**config.mk**
```make
export PLATFORM = sky130hd
export DESIGN_NAME = quadrature_rotation_decoder_unit
export DESIGN_NICKNAME = d
export VERILOG_FILES = /design/src/rtl/qrd_pkg.sv /design/src/rtl/qrd_in_stage.sv /design/src/rtl/qrd_phase_fsm.sv /design/src/rtl/qrd_out_stage.sv /design/src/rtl/quadrature_rotation_decoder_unit.sv
export VERILOG_INCLUDE_DIRS = /design/src /design/src/rtl
export SDC_FILE = /design/constraint.sdc
export NUM_CORES = 1
export LEC_CHECK = 0
export BUFFER_PORTS_ARGS = -buffer_cell sky130_fd_sc_hd__buf_2
export CORE_AREA = 3 3 53 55
export CTS_CLUSTER_DIAMETER = 150
export DETAILED_ROUTE_END_ITERATION = 7
export DIE_AREA = 0 0 56 58
export PLACE_DENSITY = 0.8
export SYNTH_ARGS = -nofsm -noshare
export SYNTH_HDL_FRONTEND = slang
export SYNTH_HIERARCHICAL = 1
export SYNTH_SLANG_ARGS = --single-unit
```
**constraint.sdc**
```tcl
create_clock -name clk_i -period 4.7 [get_ports clk_i]
set_input_delay 0.705 -clock clk_i [delete_from_list [all_inputs] [get_ports clk_i]]
set_output_delay 0.705 -clock clk_i [all_outputs]
set_load 0.05 [all_outputs]
```
**src/rtl/assert_macros.svh**
```systemverilog
// assertion macros shared by the decoder modules
`ifndef ASSERT_MACROS_SVH
`define ASSERT_MACROS_SVH

// property checked on every rising edge outside reset
`define QRD_ASSERT(lbl, clk, rst_n, prop) \
  lbl: assert property (@(posedge clk) disable iff (!rst_n) (prop)) \
    else $error("assertion failed");

// condition that must never hold outside reset
`define QRD_ASSERT_NEVER(lbl, clk, rst_n, cond) \
  lbl: assert property (@(posedge clk) disable iff (!rst_n) !(cond)) \
    else $error("forbidden condition seen");

`endif

```
**src/rtl/qrd_pkg.sv**
```systemverilog
// types and codes of the quadrature rotation decoder
`default_nettype none

package qrd_pkg;

  // phase of the quadrature cycle, code 7 unused
  typedef enum logic [2:0] {
    PH_IDLE        = 3'd0,
    PH_START_LEFT  = 3'd1,
    PH_ON_LEFT     = 3'd2,
    PH_END_LEFT    = 3'd3,
    PH_START_RIGHT = 3'd4,
    PH_ON_RIGHT    = 3'd5,
    PH_END_RIGHT   = 3'd6
  } phase_e;

  localparam logic DIR_LEFT  = 1'b0;
  localparam logic DIR_RIGHT = 1'b1;

  localparam int unsigned IdWidth = 8;

  // one sample of the sensor pins
  typedef struct packed {
    logic pin_left_raw;
    logic pin_right_raw;
  } qrd_in_t;

  // one rotation event
  typedef struct packed {
    logic [IdWidth-1:0] event_id;
    logic               turn_direction;
  } qrd_out_t;

  // decision of the phase logic for the item in the input register
  typedef struct packed {
    logic     emit;
    qrd_out_t item;
  } qrd_step_t;

endpackage

`default_nettype wire

```
**src/rtl/qrd_in_stage.sv**
```systemverilog
// input register of the decoder with its stall logic
`default_nettype none

module qrd_in_stage
  import qrd_pkg::*;
(
  input  wire logic    clk_i,
  input  wire logic    rst_ni,
  input  wire logic    in_valid_i,
  output      logic    in_stall_o,
  input  wire qrd_in_t in_item_i,
  input  wire logic    advance_i,
  output      logic    s1_valid_o,
  output      qrd_in_t s1_item_o
);

  logic    valid_q, valid_d;
  qrd_in_t item_q;
  logic    accept;

  // stall only while a held item cannot move on
  assign in_stall_o = valid_q && !advance_i;
  assign accept     = in_valid_i && !in_stall_o;

  // occupancy of the input register
  always_comb begin
    valid_d = valid_q;
    if (accept) begin
      valid_d = 1'b1;
    end else if (advance_i) begin
      valid_d = 1'b0;
    end
  end

  always_ff @(posedge clk_i or negedge rst_ni) begin
    if (!rst_ni) begin
      valid_q <= 1'b0;
    end else begin
      valid_q <= valid_d;
    end
  end

  // sample payload
  always_ff @(posedge clk_i) begin
    if (accept) begin
      item_q <= in_item_i;
    end
  end

  assign s1_valid_o = valid_q;
  assign s1_item_o  = item_q;

endmodule

`default_nettype wire

```
**src/rtl/qrd_phase_fsm.sv**
```systemverilog
// phase state machine and level history of the decoder
`default_nettype none
`include "assert_macros.svh"

module qrd_phase_fsm
  import qrd_pkg::*;
(
  input  wire logic               clk_i,
  input  wire logic               rst_ni,
  input  wire logic               take_i,
  input  wire qrd_in_t            item_i,
  input  wire logic [IdWidth-1:0] encoder_id_i,
  output      qrd_step_t          step_o
);

  phase_e state_q, state_d;
  logic   left_q, right_q;
  logic   lvl_l, lvl_r;
  logic   changed;

  // left pin is active low
  assign lvl_l   = !item_i.pin_left_raw;
  assign lvl_r   = item_i.pin_right_raw;
  assign changed = (lvl_l != left_q) || (lvl_r != right_q);

  // next phase and event decision
  always_comb begin
    state_d                    = state_q;
    step_o.emit                = 1'b0;
    step_o.item.event_id       = encoder_id_i;
    step_o.item.turn_direction = DIR_LEFT;
    if (changed) begin
      case (state_q)
        PH_START_LEFT: begin
          if (lvl_l && lvl_r) state_d = PH_ON_LEFT;
          else if (!lvl_l && !lvl_r) state_d = PH_IDLE;
        end
        PH_ON_LEFT: begin
          if (lvl_r && !lvl_l) state_d = PH_END_LEFT;
          else if (lvl_l && !lvl_r) state_d = PH_START_LEFT;
        end
        PH_END_LEFT: begin
          if (!lvl_l && !lvl_r) begin
            state_d     = PH_IDLE;
            step_o.emit = 1'b1;
          end else if (lvl_l && lvl_r) begin
            state_d = PH_ON_LEFT;
          end
        end
        PH_START_RIGHT: begin
          if (lvl_l && lvl_r) state_d = PH_ON_RIGHT;
          else if (!lvl_l && !lvl_r) state_d = PH_IDLE;
        end
        PH_ON_RIGHT: begin
          if (lvl_l && !lvl_r) state_d = PH_END_RIGHT;
          else if (!lvl_l && lvl_r) state_d = PH_START_RIGHT;
        end
        PH_END_RIGHT: begin
          if (!lvl_l && !lvl_r) begin
            state_d                    = PH_IDLE;
            step_o.emit                = 1'b1;
            step_o.item.turn_direction = DIR_RIGHT;
          end else if (lvl_l && lvl_r) begin
            state_d = PH_ON_RIGHT;
          end
        end
        // idle and the unused code
        default: begin
          if (lvl_l && !lvl_r) state_d = PH_START_LEFT;
          else if (lvl_r && !lvl_l) state_d = PH_START_RIGHT;
          else state_d = PH_IDLE;
        end
      endcase
    end
  end

  // state and previous levels, updated only when the item is taken
  always_ff @(posedge clk_i or negedge rst_ni) begin
    if (!rst_ni) begin
      state_q <= PH_IDLE;
      left_q  <= 1'b0;
      right_q <= 1'b0;
    end else if (take_i) begin
      state_q <= state_d;
      left_q  <= lvl_l;
      right_q <= lvl_r;
    end
  end

  // an event only leaves from an end phase
  `QRD_ASSERT(a_emit_from_end, clk_i, rst_ni,
              step_o.emit |-> (state_q == PH_END_LEFT || state_q == PH_END_RIGHT))
  // an item with unchanged levels leaves the phase alone
  `QRD_ASSERT(a_hold_unchanged, clk_i, rst_ni, (take_i && !changed) |=> $stable(state_q))
  // after an event the machine is idle
  `QRD_ASSERT(a_idle_after_emit, clk_i, rst_ni,
              (take_i && step_o.emit) |=> (state_q == PH_IDLE))

endmodule

`default_nettype wire

```
**src/rtl/qrd_out_stage.sv**
```systemverilog
// result register of the decoder
`default_nettype none
`include "assert_macros.svh"

module qrd_out_stage
  import qrd_pkg::*;
(
  input  wire logic      clk_i,
  input  wire logic      rst_ni,
  input  wire logic      s1_valid_i,
  input  wire qrd_step_t step_i,
  output      logic      advance_o,
  output      logic      out_valid_o,
  input  wire logic      out_stall_i,
  output      qrd_out_t  out_item_o
);

  logic     valid_q, valid_d;
  qrd_out_t item_q;
  logic     load;

  // register free or being emptied this cycle
  assign advance_o = !valid_q || !out_stall_i;
  assign load      = advance_o && s1_valid_i && step_i.emit;

  always_comb begin
    valid_d = valid_q;
    if (advance_o) begin
      valid_d = s1_valid_i && step_i.emit;
    end
  end

  always_ff @(posedge clk_i or negedge rst_ni) begin
    if (!rst_ni) begin
      valid_q <= 1'b0;
    end else begin
      valid_q <= valid_d;
    end
  end

  // event payload
  always_ff @(posedge clk_i) begin
    if (load) begin
      item_q <= step_i.item;
    end
  end

  assign out_valid_o = valid_q;
  assign out_item_o  = item_q;

  // a new item appears only after a load
  `QRD_ASSERT(a_rise_from_load, clk_i, rst_ni, $rose(valid_q) |-> $past(load))

endmodule

`default_nettype wire

```
**src/rtl/quadrature_rotation_decoder_unit.sv**
```systemverilog
// Quadrature rotation decoder, top level.
// A rotation event passes the input register and then the result register.
// Throughput: one sample per cycle unless a full result register is stalled.
// The phase update is one case decision between the two registers.
// Reset (asynchronous, active low): phase idle, stored levels zero,
// encoder id zero, both registers empty.
`default_nettype none

module quadrature_rotation_decoder_unit
  import qrd_pkg::*;
(
  input  wire logic               clk_i,
  input  wire logic               rst_ni,
  input  wire logic               cfg_we_i,
  input  wire logic [IdWidth-1:0] cfg_wdata_i,
  input  wire logic               in_valid_i,
  output      logic               in_stall_o,
  input  wire qrd_in_t            in_item_i,
  output      logic               out_valid_o,
  input  wire logic               out_stall_i,
  output      qrd_out_t           out_item_o
);

  logic [IdWidth-1:0] encoder_id_q;
  logic               advance;
  logic               s1_valid;
  qrd_in_t            s1_item;
  qrd_step_t          step;

  // encoder id register
  always_ff @(posedge clk_i or negedge rst_ni) begin
    if (!rst_ni) begin
      encoder_id_q <= '0;
    end else if (cfg_we_i) begin
      encoder_id_q <= cfg_wdata_i;
    end
  end

  // input register
  qrd_in_stage u_in_stage (
    .clk_i      (clk_i),
    .rst_ni     (rst_ni),
    .in_valid_i (in_valid_i),
    .in_stall_o (in_stall_o),
    .in_item_i  (in_item_i),
    .advance_i  (advance),
    .s1_valid_o (s1_valid),
    .s1_item_o  (s1_item)
  );

  // phase logic
  qrd_phase_fsm u_phase_fsm (
    .clk_i        (clk_i),
    .rst_ni       (rst_ni),
    .take_i       (s1_valid && advance),
    .item_i       (s1_item),
    .encoder_id_i (encoder_id_q),
    .step_o       (step)
  );

  // result register
  qrd_out_stage u_out_stage (
    .clk_i       (clk_i),
    .rst_ni      (rst_ni),
    .s1_valid_i  (s1_valid),
    .step_i      (step),
    .advance_o   (advance),
    .out_valid_o (out_valid_o),
    .out_stall_i (out_stall_i),
    .out_item_o  (out_item_o)
  );

endmodule

`default_nettype wire

```
==> results.sh, run 1 <==
export IMPL_placementRows=18
export IMPL_clkTransAtPathRegs_ns=0.12
export IMPL_ys_ff_latch=26
export IMPL_finalHoldWorstSlack_ns=0.2688
export IMPL_dr_total_vias=778
export IMPL_placement_setup_worst_slack_ns=2.513
export IMPL_synth_edff_count=11
export IMPL_post_drt_wl_per_cell_um=13.98
export IMPL_worst_endpoint_required_time_ns=4.66
export IMPL_global_route_wire_length_before_repair_um=3415
export IMPL_hold_buffers=0
export IMPL_synth_top_flop_cell="sky130_fd_sc_hd__dfrtp_1"
export IMPL_setup_tns_ns=0
export IMPL_grt_pass1_vias=737
export IMPL_max_clock_freq_ghz=0.4598
export IMPL_worst_r2r_path_depth=6
export IMPL_leakagePower_nw=0.6637
export IMPL_remaining_drc_errors=0
export IMPL_sequential_to_total_area_share_from_yosys_stat_pct=52.51
export IMPL_cts_repair_resized_insts=0
export IMPL_crit_chain="inv_1, ha_1, nand2_1, nor3_1, nand2_1, a21oi_1"
export IMPL_initial_antenna_violation_count=0
export IMPL_syn_inst=100
export IMPL_tritoncts_buffer_count=3
export IMPL_crit_path_max_fanout=9
export IMPL_grtUsageTotal_pct=13.71
export IMPL_min_period_over_period_pct=46.27
export IMPL_crit_reg2reg_launch="u_in_stage/s1_item_o[0]"
export IMPL_cp_common_cell="sky130_fd_sc_hd__nand2_1"
export IMPL_cp_data_arrival_time_ns=2.14
export IMPL_clock_tree_buffer_depth=2
export IMPL_flow_area_growth_from_synthesis_pct=7.914
export IMPL_tritoncts_num_sinks=26
export IMPL_async_flop_share_pct=57.69
export IMPL_drtPass1Iterations=4
export IMPL_grt_overflow_total=0
export IMPL_power_density_nw_per_um2=388.0
export IMPL_post_route_cells_drive_above_1_share_pct=40.17
export IMPL_io_buf_count=25
export IMPL_synthesized_area_per_cell_um2=13.44
export IMPL_pin_count_of_the_biggest_net_entering_global_routing=16
export IMPL_synth_yosys_warnings=6
export IMPL_cts_root_buffer_cell="sky130_fd_sc_hd__clkbuf_4"
export IMPL_stdcell_area_um2=1450
export IMPL_routability_congestion=0.8345
export IMPL_first_iter_violations=30
export IMPL_cp_start_kind="register"
export IMPL_place_detailed_hpwl_um=1591
export IMPL_ys_types=32
export IMPL_htree_levels=1
export IMPL_mappedNetlistArea_um2=1344
export IMPL_start_util_pct=55.25
export IMPL_fin_skew_ns=0.001434
export IMPL_placement_cell_area_um2=1414
export IMPL_diodes=0
export IMPL_post_route_worst_setup_slack_ns=2.525
export IMPL_grt_setup_unrepaired="false"
export IMPL_cts_repair_timing_setup_buffer_count=0
export IMPL_maximum_cell_stage_delay_along_the_critical_path_ns=0.61
export IMPL_fin_hold_viols=0
export IMPL_finalWorstPathRequiredPeriod_ns=2.175
export IMPL_relSlewSlack_pct=48.17
export IMPL_cp_slowest_cell="sky130_fd_sc_hd__a21oi_1"
export IMPL_status="complete, no violations"
export IMPL_criticalPathCategory="register to register"
export IMPL_die_width_um=56
export IMPL_worst_slew_pin_transition_ns=0.7774
export IMPL_worstHoldPathType="primary input to asynchronous set/reset pin"
export IMPL_drv_slew=0
export IMPL_ios=26
export IMPL_tritoncts_clock_tree="done"
export IMPL_max_vdd_ir_drop_v=0.0002617
export IMPL_core_area_um2=2432
export IMPL_synth_net_count=120
export IMPL_setup_viol=0
export IMPL_die_height_um=58
export IMPL_reg2reg_setup_slack_ns=2.53
export IMPL_timing_max_cap_violations=0
export IMPL_wl_um=2055
export IMPL_cp_end_kind="register"
export IMPL_ant_nets=0
export IMPL_latest_clock_arrival_within_the_worst_skew_pair_ns=0.31
export IMPL_num_nets_final=138
export IMPL_r2r_end="u_out_stage/out_item_o[7]"
export IMPL_avgViaCountPerCell=5.293
export IMPL_die_area_um2=3248
==> cells in the final DEF, fill, tap and decap left out, types with 2 or more instances in the layout <==
cell type,Yosys,routed
sky130_fd_sc_hd__xnor2_1,3,3
sky130_fd_sc_hd__buf_2,2,25
sky130_fd_sc_hd__mux2i_1,3,3
sky130_fd_sc_hd__inv_1,6,6
sky130_fd_sc_hd__dfrtp_1,15,15
sky130_fd_sc_hd__nand2_1,6,6
sky130_fd_sc_hd__clkbuf_4,0,3
sky130_fd_sc_hd__o21ai_2,2,2
sky130_fd_sc_hd__mux2_4,10,10
sky130_fd_sc_hd__nor4_1,2,2
sky130_fd_sc_hd__ha_1,5,5
sky130_fd_sc_hd__nand2b_4,2,2
sky130_fd_sc_hd__nor2_1,3,3
sky130_fd_sc_hd__edfxtp_1,11,11
sky130_fd_sc_hd__a21oi_1,2,2
sky130_fd_sc_hd__mux2_2,2,2
sky130_fd_sc_hd__nand2b_1,2,2
==> cells in the mapped netlist (2+ instances only) <==
cell                        n  area (um^2)
sky130_fd_sc_hd__nand2b_1   2        12.51
sky130_fd_sc_hd__mux2_2     2        22.52
sky130_fd_sc_hd__buf_2      2        10.01
sky130_fd_sc_hd__mux2i_1    3        30.03
sky130_fd_sc_hd__nand2_1    6        22.52
sky130_fd_sc_hd__o21ai_2    2        17.52
sky130_fd_sc_hd__nor4_1     2        12.51
sky130_fd_sc_hd__nor2_1     3        11.26
sky130_fd_sc_hd__ha_1       5        62.56
sky130_fd_sc_hd__buf_6      2        22.52
sky130_fd_sc_hd__buf_4      8        60.06
sky130_fd_sc_hd__xnor2_1    3        26.28
sky130_fd_sc_hd__dfrtp_1   15        375.4
sky130_fd_sc_hd__nand2b_4   2        27.53
sky130_fd_sc_hd__mux2_4    10        150.1
sky130_fd_sc_hd__edfxtp_1  11        330.3
sky130_fd_sc_hd__a21oi_1    2        10.01
sky130_fd_sc_hd__inv_1      6        22.52
==> metal layers <==
layer | track usage, % | share of wire [%]
met2 | 23.54 | 51
met4 | 4.068 | 1.4
met3 | 5.568 | 6.1
met1 | 15.84 | 42
met5 | 0 | 0
==> stage by stage <==
stage	power, mW	utilization, %	instances
floorplan	0.4507	-	100
global placement	0.4525	58.13	143
detailed placement	0.4609	58.13	143
CTS	0.5691	59.62	147
global route	0.5984	59.62	147
finish	0.5626	59.62	147
==> flip-flops by register name, summed over array words and instances, names as in the netlist <==
signal	cells
u_phase_fsm/state_q	3
u_phase_fsm/left_q	1
u_in_stage/s1_item_o	2
u_out_stage/out_valid_o	1
u_phase_fsm/right_q	1
encoder_id_q	8
u_in_stage/s1_valid_o	1
u_out_stage/out_item_o	9
==> how the worst max path moves through the flow <==
stage                            startpoint                        end  slack, ns  cells after the start
floorplan           u_out_stage/out_valid_o                 in_stall_o       2.76                      3
global placement    u_in_stage/s1_item_o[0]  u_out_stage/out_item_o[6]       2.59                      6
detailed placement  u_in_stage/s1_item_o[0]  u_out_stage/out_item_o[7]       2.51                      6
CTS                 u_in_stage/s1_item_o[0]  u_out_stage/out_item_o[7]       2.50                      6
global route        u_in_stage/s1_item_o[0]  u_out_stage/out_item_o[7]       2.31                      6
finish              u_in_stage/s1_item_o[0]  u_out_stage/out_item_o[7]       2.53                      6
==> kinds of logic after synthesis <==
group | share of synthesized area [%]
flops | 52.51
simple gates | 10.15
mux | 15.08
compound gates | 6.425
buf+inv | 8.566
fa+ha+maj | 4.655
xor+xnor | 2.608
==> power by group <==
part	internal [mW]	switching, mW
logic	0.0834	0.0603
registers	0.261	0.0508
clock network	0.0474	0.0595
==> layout make-up <==
| class | instances | area, um^2 |
|---|---|---|
| clock buffer | 4 | 36.28 |
| fill | 199 | 982.2 |
| sequential | 26 | 705.7 |
| tap | 30 | 37.54 |
| multi-input combinational | 56 | 523.0 |
| inverter | 6 | 22.52 |
| timing repair buffer | 25 | 125.1 |
==> worst max-delay path: cells and delay by family (launching register included) <==
kind	cells	cell delay (ns)
buffers and inverters	1	0.12
adders and majority gates	1	0.22
and+or+nand+nor	3	0.37
DFF	1	0.50
AOI/OAI and AO/OA	1	0.61
(Power assumes the default switching activity.)
==> run 2: changes to the inputs <==
CORE_AREA = 3 3 54 56   (was 3 3 53 55)
DIE_AREA = 0 0 57 59   (was 0 0 56 58)
PLACE_DENSITY = 0.78   (was 0.8)
clock period = 2.01 ns   (was 4.7 ns; I/O delays follow)
==> results.sh, run 2 (synthesis gave the netlist of run 1 again) <==
export IMPL_die_height_um=59
export IMPL_cts_repair_resized_insts=0
export IMPL_wirelength_met1_um=844
export IMPL_worst_endpoint_required_time_ns=2.21
export IMPL_clock_power_share_pct=18.8
export IMPL_status="complete, no violations"
export IMPL_largest_register_ffs=9
export IMPL_worst_slew_pin_transition_ns=0.4506
export IMPL_setup_viol=0
export IMPL_initial_antenna_violation_count=0
export IMPL_clkTransAtPathRegs_ns=0.13
export IMPL_final_common_cell="sky130_fd_sc_hd__buf_2"
export IMPL_grtUsageTotal_pct=13.48
export IMPL_finalWorstPathRequiredPeriod_ns=1.860
export IMPL_criticalPathCategory="register to register"
export IMPL_cp_start_kind="register"
export IMPL_clock_tree_buffer_depth=2
export IMPL_relSlewSlack_pct=69.96
export IMPL_placementRows=18
export IMPL_tritoncts_clock_tree="done"
export IMPL_max_clock_freq_ghz=0.5376
export IMPL_tritoncts_buffer_count=3
export IMPL_crit_path_max_fanout=5
export IMPL_sw_frac_of_total_pct=30.20
export IMPL_setup_tns_ns=0
export IMPL_power_density_nw_per_um2=889.3
export IMPL_fin_hold_viols=0
export IMPL_met3WireLength_um=106
export IMPL_num_nets_final=142
export IMPL_pin_count_of_the_biggest_net_entering_global_routing=16
export IMPL_leakagePower_nw=0.6830
export IMPL_drtPass1Iterations=4
export IMPL_max_vdd_ir_drop_v=0.0005881
export IMPL_fin_total_pwr_mw=1.319
export IMPL_grt_overflow_total=0
export IMPL_grt_setup_unrepaired="false"
export IMPL_remaining_drc_errors=0
export IMPL_post_route_cells_drive_above_1_share_pct=41.32
export IMPL_die_width_um=57
export IMPL_cts_root_buffer_cell="sky130_fd_sc_hd__clkbuf_4"
export IMPL_global_route_wire_length_before_repair_um=3436
export IMPL_wl_um=1990
export IMPL_flow_area_growth_from_synthesis_pct=10.34
export IMPL_ios=26
export IMPL_routability_congestion=0.7988
export IMPL_first_iter_violations=15
export IMPL_dr_wl_met2_um=1018
export IMPL_die_area_um2=3363
export IMPL_drv_slew=0
export IMPL_tritoncts_num_sinks=26
export IMPL_count_of_filler_cells_inserted_in_the_layout=198
export IMPL_post_route_worst_setup_slack_ns=0.1499
export IMPL_start_util_pct=54.24
export IMPL_cp_end_kind="register"
export IMPL_place_detailed_hpwl_um=1528
export IMPL_cp_data_arrival_time_ns=2.06
export IMPL_post_drt_wl_per_cell_um=13.18
export IMPL_ant_nets=0
export IMPL_worstHoldPathType="primary input to register"
export IMPL_seq_power_share_pct=55.1
export IMPL_dr_total_vias=786
export IMPL_min_period_over_period_pct=92.54
export IMPL_layout_cells_most_common_list="25 x sky130_fd_sc_hd__buf_2, 15 x sky130_fd_sc_hd__dfrtp_1, 11 x sky130_fd_sc_hd__edfxtp_1"
export IMPL_placement_setup_worst_slack_ns=0.1154
export IMPL_grt_pass1_vias=779
export IMPL_latest_clock_arrival_within_the_worst_skew_pair_ns=0.31
export IMPL_routed_top_layer="met4"
export IMPL_avgViaCountPerCell=5.205
export IMPL_fin_skew_ns=0.007340
export IMPL_core_area_um2=2477
export IMPL_switching_power_mw=0.3982
export IMPL_io_buf_count=25
export IMPL_htree_levels=1
export IMPL_comb_power_share_pct=26.0
export IMPL_internal_power_mw=0.9204
export IMPL_fin_cells=151
export IMPL_timing_max_cap_violations=0
export IMPL_placedCellCount=145
export IMPL_diodes=0
run 2: cell types whose count changed in the layout (fill, tap and decap cells not counted):
cell                            before  now
sky130_fd_sc_hd__dlygate4sd3_1       0    1
sky130_fd_sc_hd__buf_4               0    3
run 2: stage by stage:
stage	hold WS [ns]	utilization (%)	instance area (um^2)
after floorplan	0.005909	-	1344
after global routing	0.1380	59.85	1483
after CTS	0.1495	59.55	1475
after global placement	0.2231	57.68	1429
final	0.1546	59.85	1483
after detailed placement	0.2282	57.68	1429
run 2: critical path: stages, from the launching register on:
cell and delay, ns:
sky130_fd_sc_hd__edfxtp_1 0.49, sky130_fd_sc_hd__inv_1 0.13, sky130_fd_sc_hd__ha_1 0.28, sky130_fd_sc_hd__nand3b_1 0.12, sky130_fd_sc_hd__o21ai_2 0.08, sky130_fd_sc_hd__a211oi_4 0.32
sky130_fd_sc_hd__mux2_4 0.33
run 2: what timing repair did:
item	CTS	global route
hold buffers	1	0
setup buffers	0	1
endpoints found under the hold margin	15	0
endpoints found under the setup margin	0	2
run 2: area by class of cell:
type / instances / area, um^2 / area share [%]
flip-flops and latches: 26 / 705.7 / 47.60
multi-input cells: 56 / 523.0 / 35.27
repair buffers: 29 / 157.7 / 10.63
well taps: 30 / 37.54 / 2.532
clock buffers: 4 / 36.28 / 2.447
inverters: 6 / 22.52 / 1.519
run 2: power groups by stage:
stage	Clock, mW	Combinational, mW	Sequential (mW)
2_1_floorplan	0	0.380	0.674
3_5_place_dp	0	0.344	0.736
4_1_cts	0.257	0.345	0.726
6_report	0.248	0.343	0.727
5_1_grt	0.278	0.383	0.743
3_3_place_gp	0	0.331	0.730
run 2: final timing paths:
path	cells past startpoint	start	slack (ns)	to
setup / recovery	6	u_in_stage/s1_item_o[1]	0.15	u_phase_fsm/state_q[0]
hold / removal	1	in_item_i[0]	0.15	u_in_stage/s1_item_o[0]
setup reg to reg	6	u_in_stage/s1_item_o[1]	0.15	u_phase_fsm/state_q[0]
hold reg to reg	0	encoder_id_q[4]	0.46	u_out_stage/out_item_o[5]
max in group asynchronous	2	rst_ni	1.35	encoder_id_q[2]
min in group asynchronous	2	rst_ni	0.40	u_phase_fsm/right_q
run 2: layer usage:
metal | GRT usage, % | vias up
met5 | 0 | -
met4 | 4.636 | 0
met3 | 4.793 | 4
met2 | 22.19 | 16
met1 | 16.60 | 386
li1 | - | 380
==> run 3: changes to the inputs <==
CORE_AREA = 10 10 61 63   (was 3 3 54 56)
DIE_AREA = 0 0 71 73   (was 0 0 57 59)
clock period = 2 ns   (was 2.01 ns; I/O delays follow)
==> results.sh, run 3 (synthesis gave the netlist of run 1 again) <==
export IMPL_worst_slew_pin_transition_ns=0.4870
export IMPL_final_util_pct=57.37
export IMPL_cp_start_kind="register"
export IMPL_sw_frac_of_total_pct=29.89
export IMPL_diodes=0
export IMPL_power_density_nw_per_um2=967.1
export IMPL_comb_power_share_pct=24.5
export IMPL_seq_power_share_pct=50.5
export IMPL_latest_clock_arrival_within_the_worst_skew_pair_ns=0.33
export IMPL_fin_skew_ns=0.007511
export IMPL_leakagePower_nw=0.6899
export IMPL_avgViaCountPerCell=5.138
export IMPL_criticalPathCategory="register to register"
export IMPL_grt_setup_unrepaired="false"
export IMPL_setup_tns_ns=0
export IMPL_global_route_wire_length_before_repair_um=3698
export IMPL_pin_count_of_the_biggest_net_entering_global_routing=16
export IMPL_die_area_um2=5183
export IMPL_dr_total_vias=781
export IMPL_tritoncts_buffer_count=3
export IMPL_clkTransAtPathRegs_ns=0.13
export IMPL_clock_power_share_pct=25.1
export IMPL_io_buf_count=25
export IMPL_largest_register_ffs=9
export IMPL_cts_repair_timing_setup_buffer_count=0
export IMPL_fin_total_pwr_mw=1.451
export IMPL_routability_congestion=0.8236
export IMPL_whs_endpoint="u_in_stage/s1_item_o[1]"
export IMPL_cts_root_buffer_cell="sky130_fd_sc_hd__clkbuf_4"
export IMPL_max_clock_freq_ghz=0.5425
export IMPL_grt_pass1_vias=798
export IMPL_placementRows=19
export IMPL_num_nets_final=142
export IMPL_post_drt_wl_per_cell_um=15.57
export IMPL_final_common_cell="sky130_fd_sc_hd__buf_2"
export IMPL_min_period_over_period_pct=92.16
export IMPL_stdcell_area_um2=1500
export IMPL_flow_area_growth_from_synthesis_pct=11.64
export IMPL_internal_power_mw=1.017
export IMPL_first_iter_violations=29
export IMPL_finalHoldWorstSlack_ns=0.1394
export IMPL_grt_overflow_total=0
export IMPL_drv_slew=0
export IMPL_area_sequential_um2=705.7
export IMPL_core_area_um2=2615
export IMPL_setup_viol=0
export IMPL_ant_nets=0
export IMPL_clock_tree_buffer_depth=2
export IMPL_max_vdd_ir_drop_v=0.0004973
export IMPL_cp_data_arrival_time_ns=2.07
export IMPL_finalWorstPathRequiredPeriod_ns=1.843
export IMPL_count_of_filler_cells_inserted_in_the_layout=239
export IMPL_tritoncts_clock_tree="done"
export IMPL_ios=26
export IMPL_wl_um=2366
export IMPL_die_width_um=71
export IMPL_start_util_pct=51.39
export IMPL_worstHoldPathType="primary input to register"
export IMPL_status="complete, no violations"
export IMPL_layout_cells_most_common_list="25 x sky130_fd_sc_hd__buf_2, 15 x sky130_fd_sc_hd__dfrtp_1, 11 x sky130_fd_sc_hd__edfxtp_1"
export IMPL_worst_r2r_path_depth=6
export IMPL_remaining_drc_errors=0
export IMPL_htree_levels=1
export IMPL_hp_start="in_item_i[1]"
export IMPL_crit_path_max_fanout=3
export IMPL_worst_endpoint_required_time_ns=2.23
export IMPL_placement_cell_area_um2=1438
export IMPL_switching_power_mw=0.4337
export IMPL_crit_reg2reg_launch="u_in_stage/s1_item_o[1]"
export IMPL_reg2reg_setup_slack_ns=0.16
export IMPL_hold_path_cell_count=1
export IMPL_relSlewSlack_pct=67.54
export IMPL_area_of_combinational_cells_with_multiple_inputs_um2=523.0
export IMPL_fin_hold_viols=0
export IMPL_die_height_um=73
export IMPL_grtUsageTotal_pct=8.869
export IMPL_cp_end_kind="register"
export IMPL_initial_antenna_violation_count=0
export IMPL_drtPass1Iterations=4
export IMPL_timing_max_cap_violations=0
export IMPL_post_route_cells_drive_above_1_share_pct=41.32
export IMPL_place_detailed_hpwl_um=1752
export IMPL_r2r_end="u_phase_fsm/state_q[1]"
export IMPL_tritoncts_num_sinks=26
run 3: worst max-delay path by stage:
stage / from / to / cells after the start
floorplan: u_in_stage/s1_item_o[0] / u_out_stage/out_item_o[0] / 6
global placement: u_in_stage/s1_item_o[1] / u_out_stage/out_item_o[0] / 7
detailed placement: u_in_stage/s1_item_o[1] / u_phase_fsm/state_q[0] / 6
CTS: u_in_stage/s1_item_o[1] / u_phase_fsm/state_q[1] / 6
global route: u_in_stage/s1_item_o[0] / u_out_stage/out_item_o[0] / 7
finish: u_in_stage/s1_item_o[1] / u_phase_fsm/state_q[1] / 6
run 3: routing by layer:
metal	up-vias	wire length (um)	GRT usage [%]
li1	380	-	-
met1	376	978	9.497
met2	20	1234	15.53
met3	5	118	2.993
met4	0	34	3.871
met5	-	0	0
run 3: layout make-up:
| cell class | instances | share of cell area [%] |
|---|---|---|
| Sequential cell | 26 | 47.04 |
| Multi-Input combinational cell | 56 | 34.86 |
| Timing Repair Buffer | 29 | 10.51 |
| Tap cell | 31 | 2.585 |
| Clock inverter | 1 | 2.002 |
| Clock buffer | 3 | 1.501 |
| Inverter | 6 | 1.501 |
run 3: power groups by stage:
stage          sequential, mW  clock (mW)  combinational (mW)
5_1_grt                 0.743       0.389               0.384
4_1_cts                 0.733       0.365               0.358
2_1_floorplan           0.677           0               0.382
6_report                0.732       0.364               0.355
3_3_place_gp            0.733           0               0.334
3_5_place_dp            0.743           0               0.346
run 3: critical path, cell delays in order (launching register included):
cell and delay [ns]:
sky130_fd_sc_hd__edfxtp_1 0.42, sky130_fd_sc_hd__inv_1 0.11, sky130_fd_sc_hd__ha_1 0.29, sky130_fd_sc_hd__xnor2_1 0.20, sky130_fd_sc_hd__o21ai_2 0.09, sky130_fd_sc_hd__a211oi_4 0.31, sky130_fd_sc_hd__mux2_4 0.33
run 3: through the flow:
step                worst slack [ns]  std cells
finish                        0.1568        152
global route                 0.08564        152
CTS                           0.1399        152
detailed placement            0.1906        147
global placement              0.2707        147
floorplan                    0.07215        100
run 3: timing repair:
action / 4_1_cts / 5_1_grt
hold buffers: 1 / 0
hold endpoints to repair: 15 / 0
gates resized for setup: 0 / 0
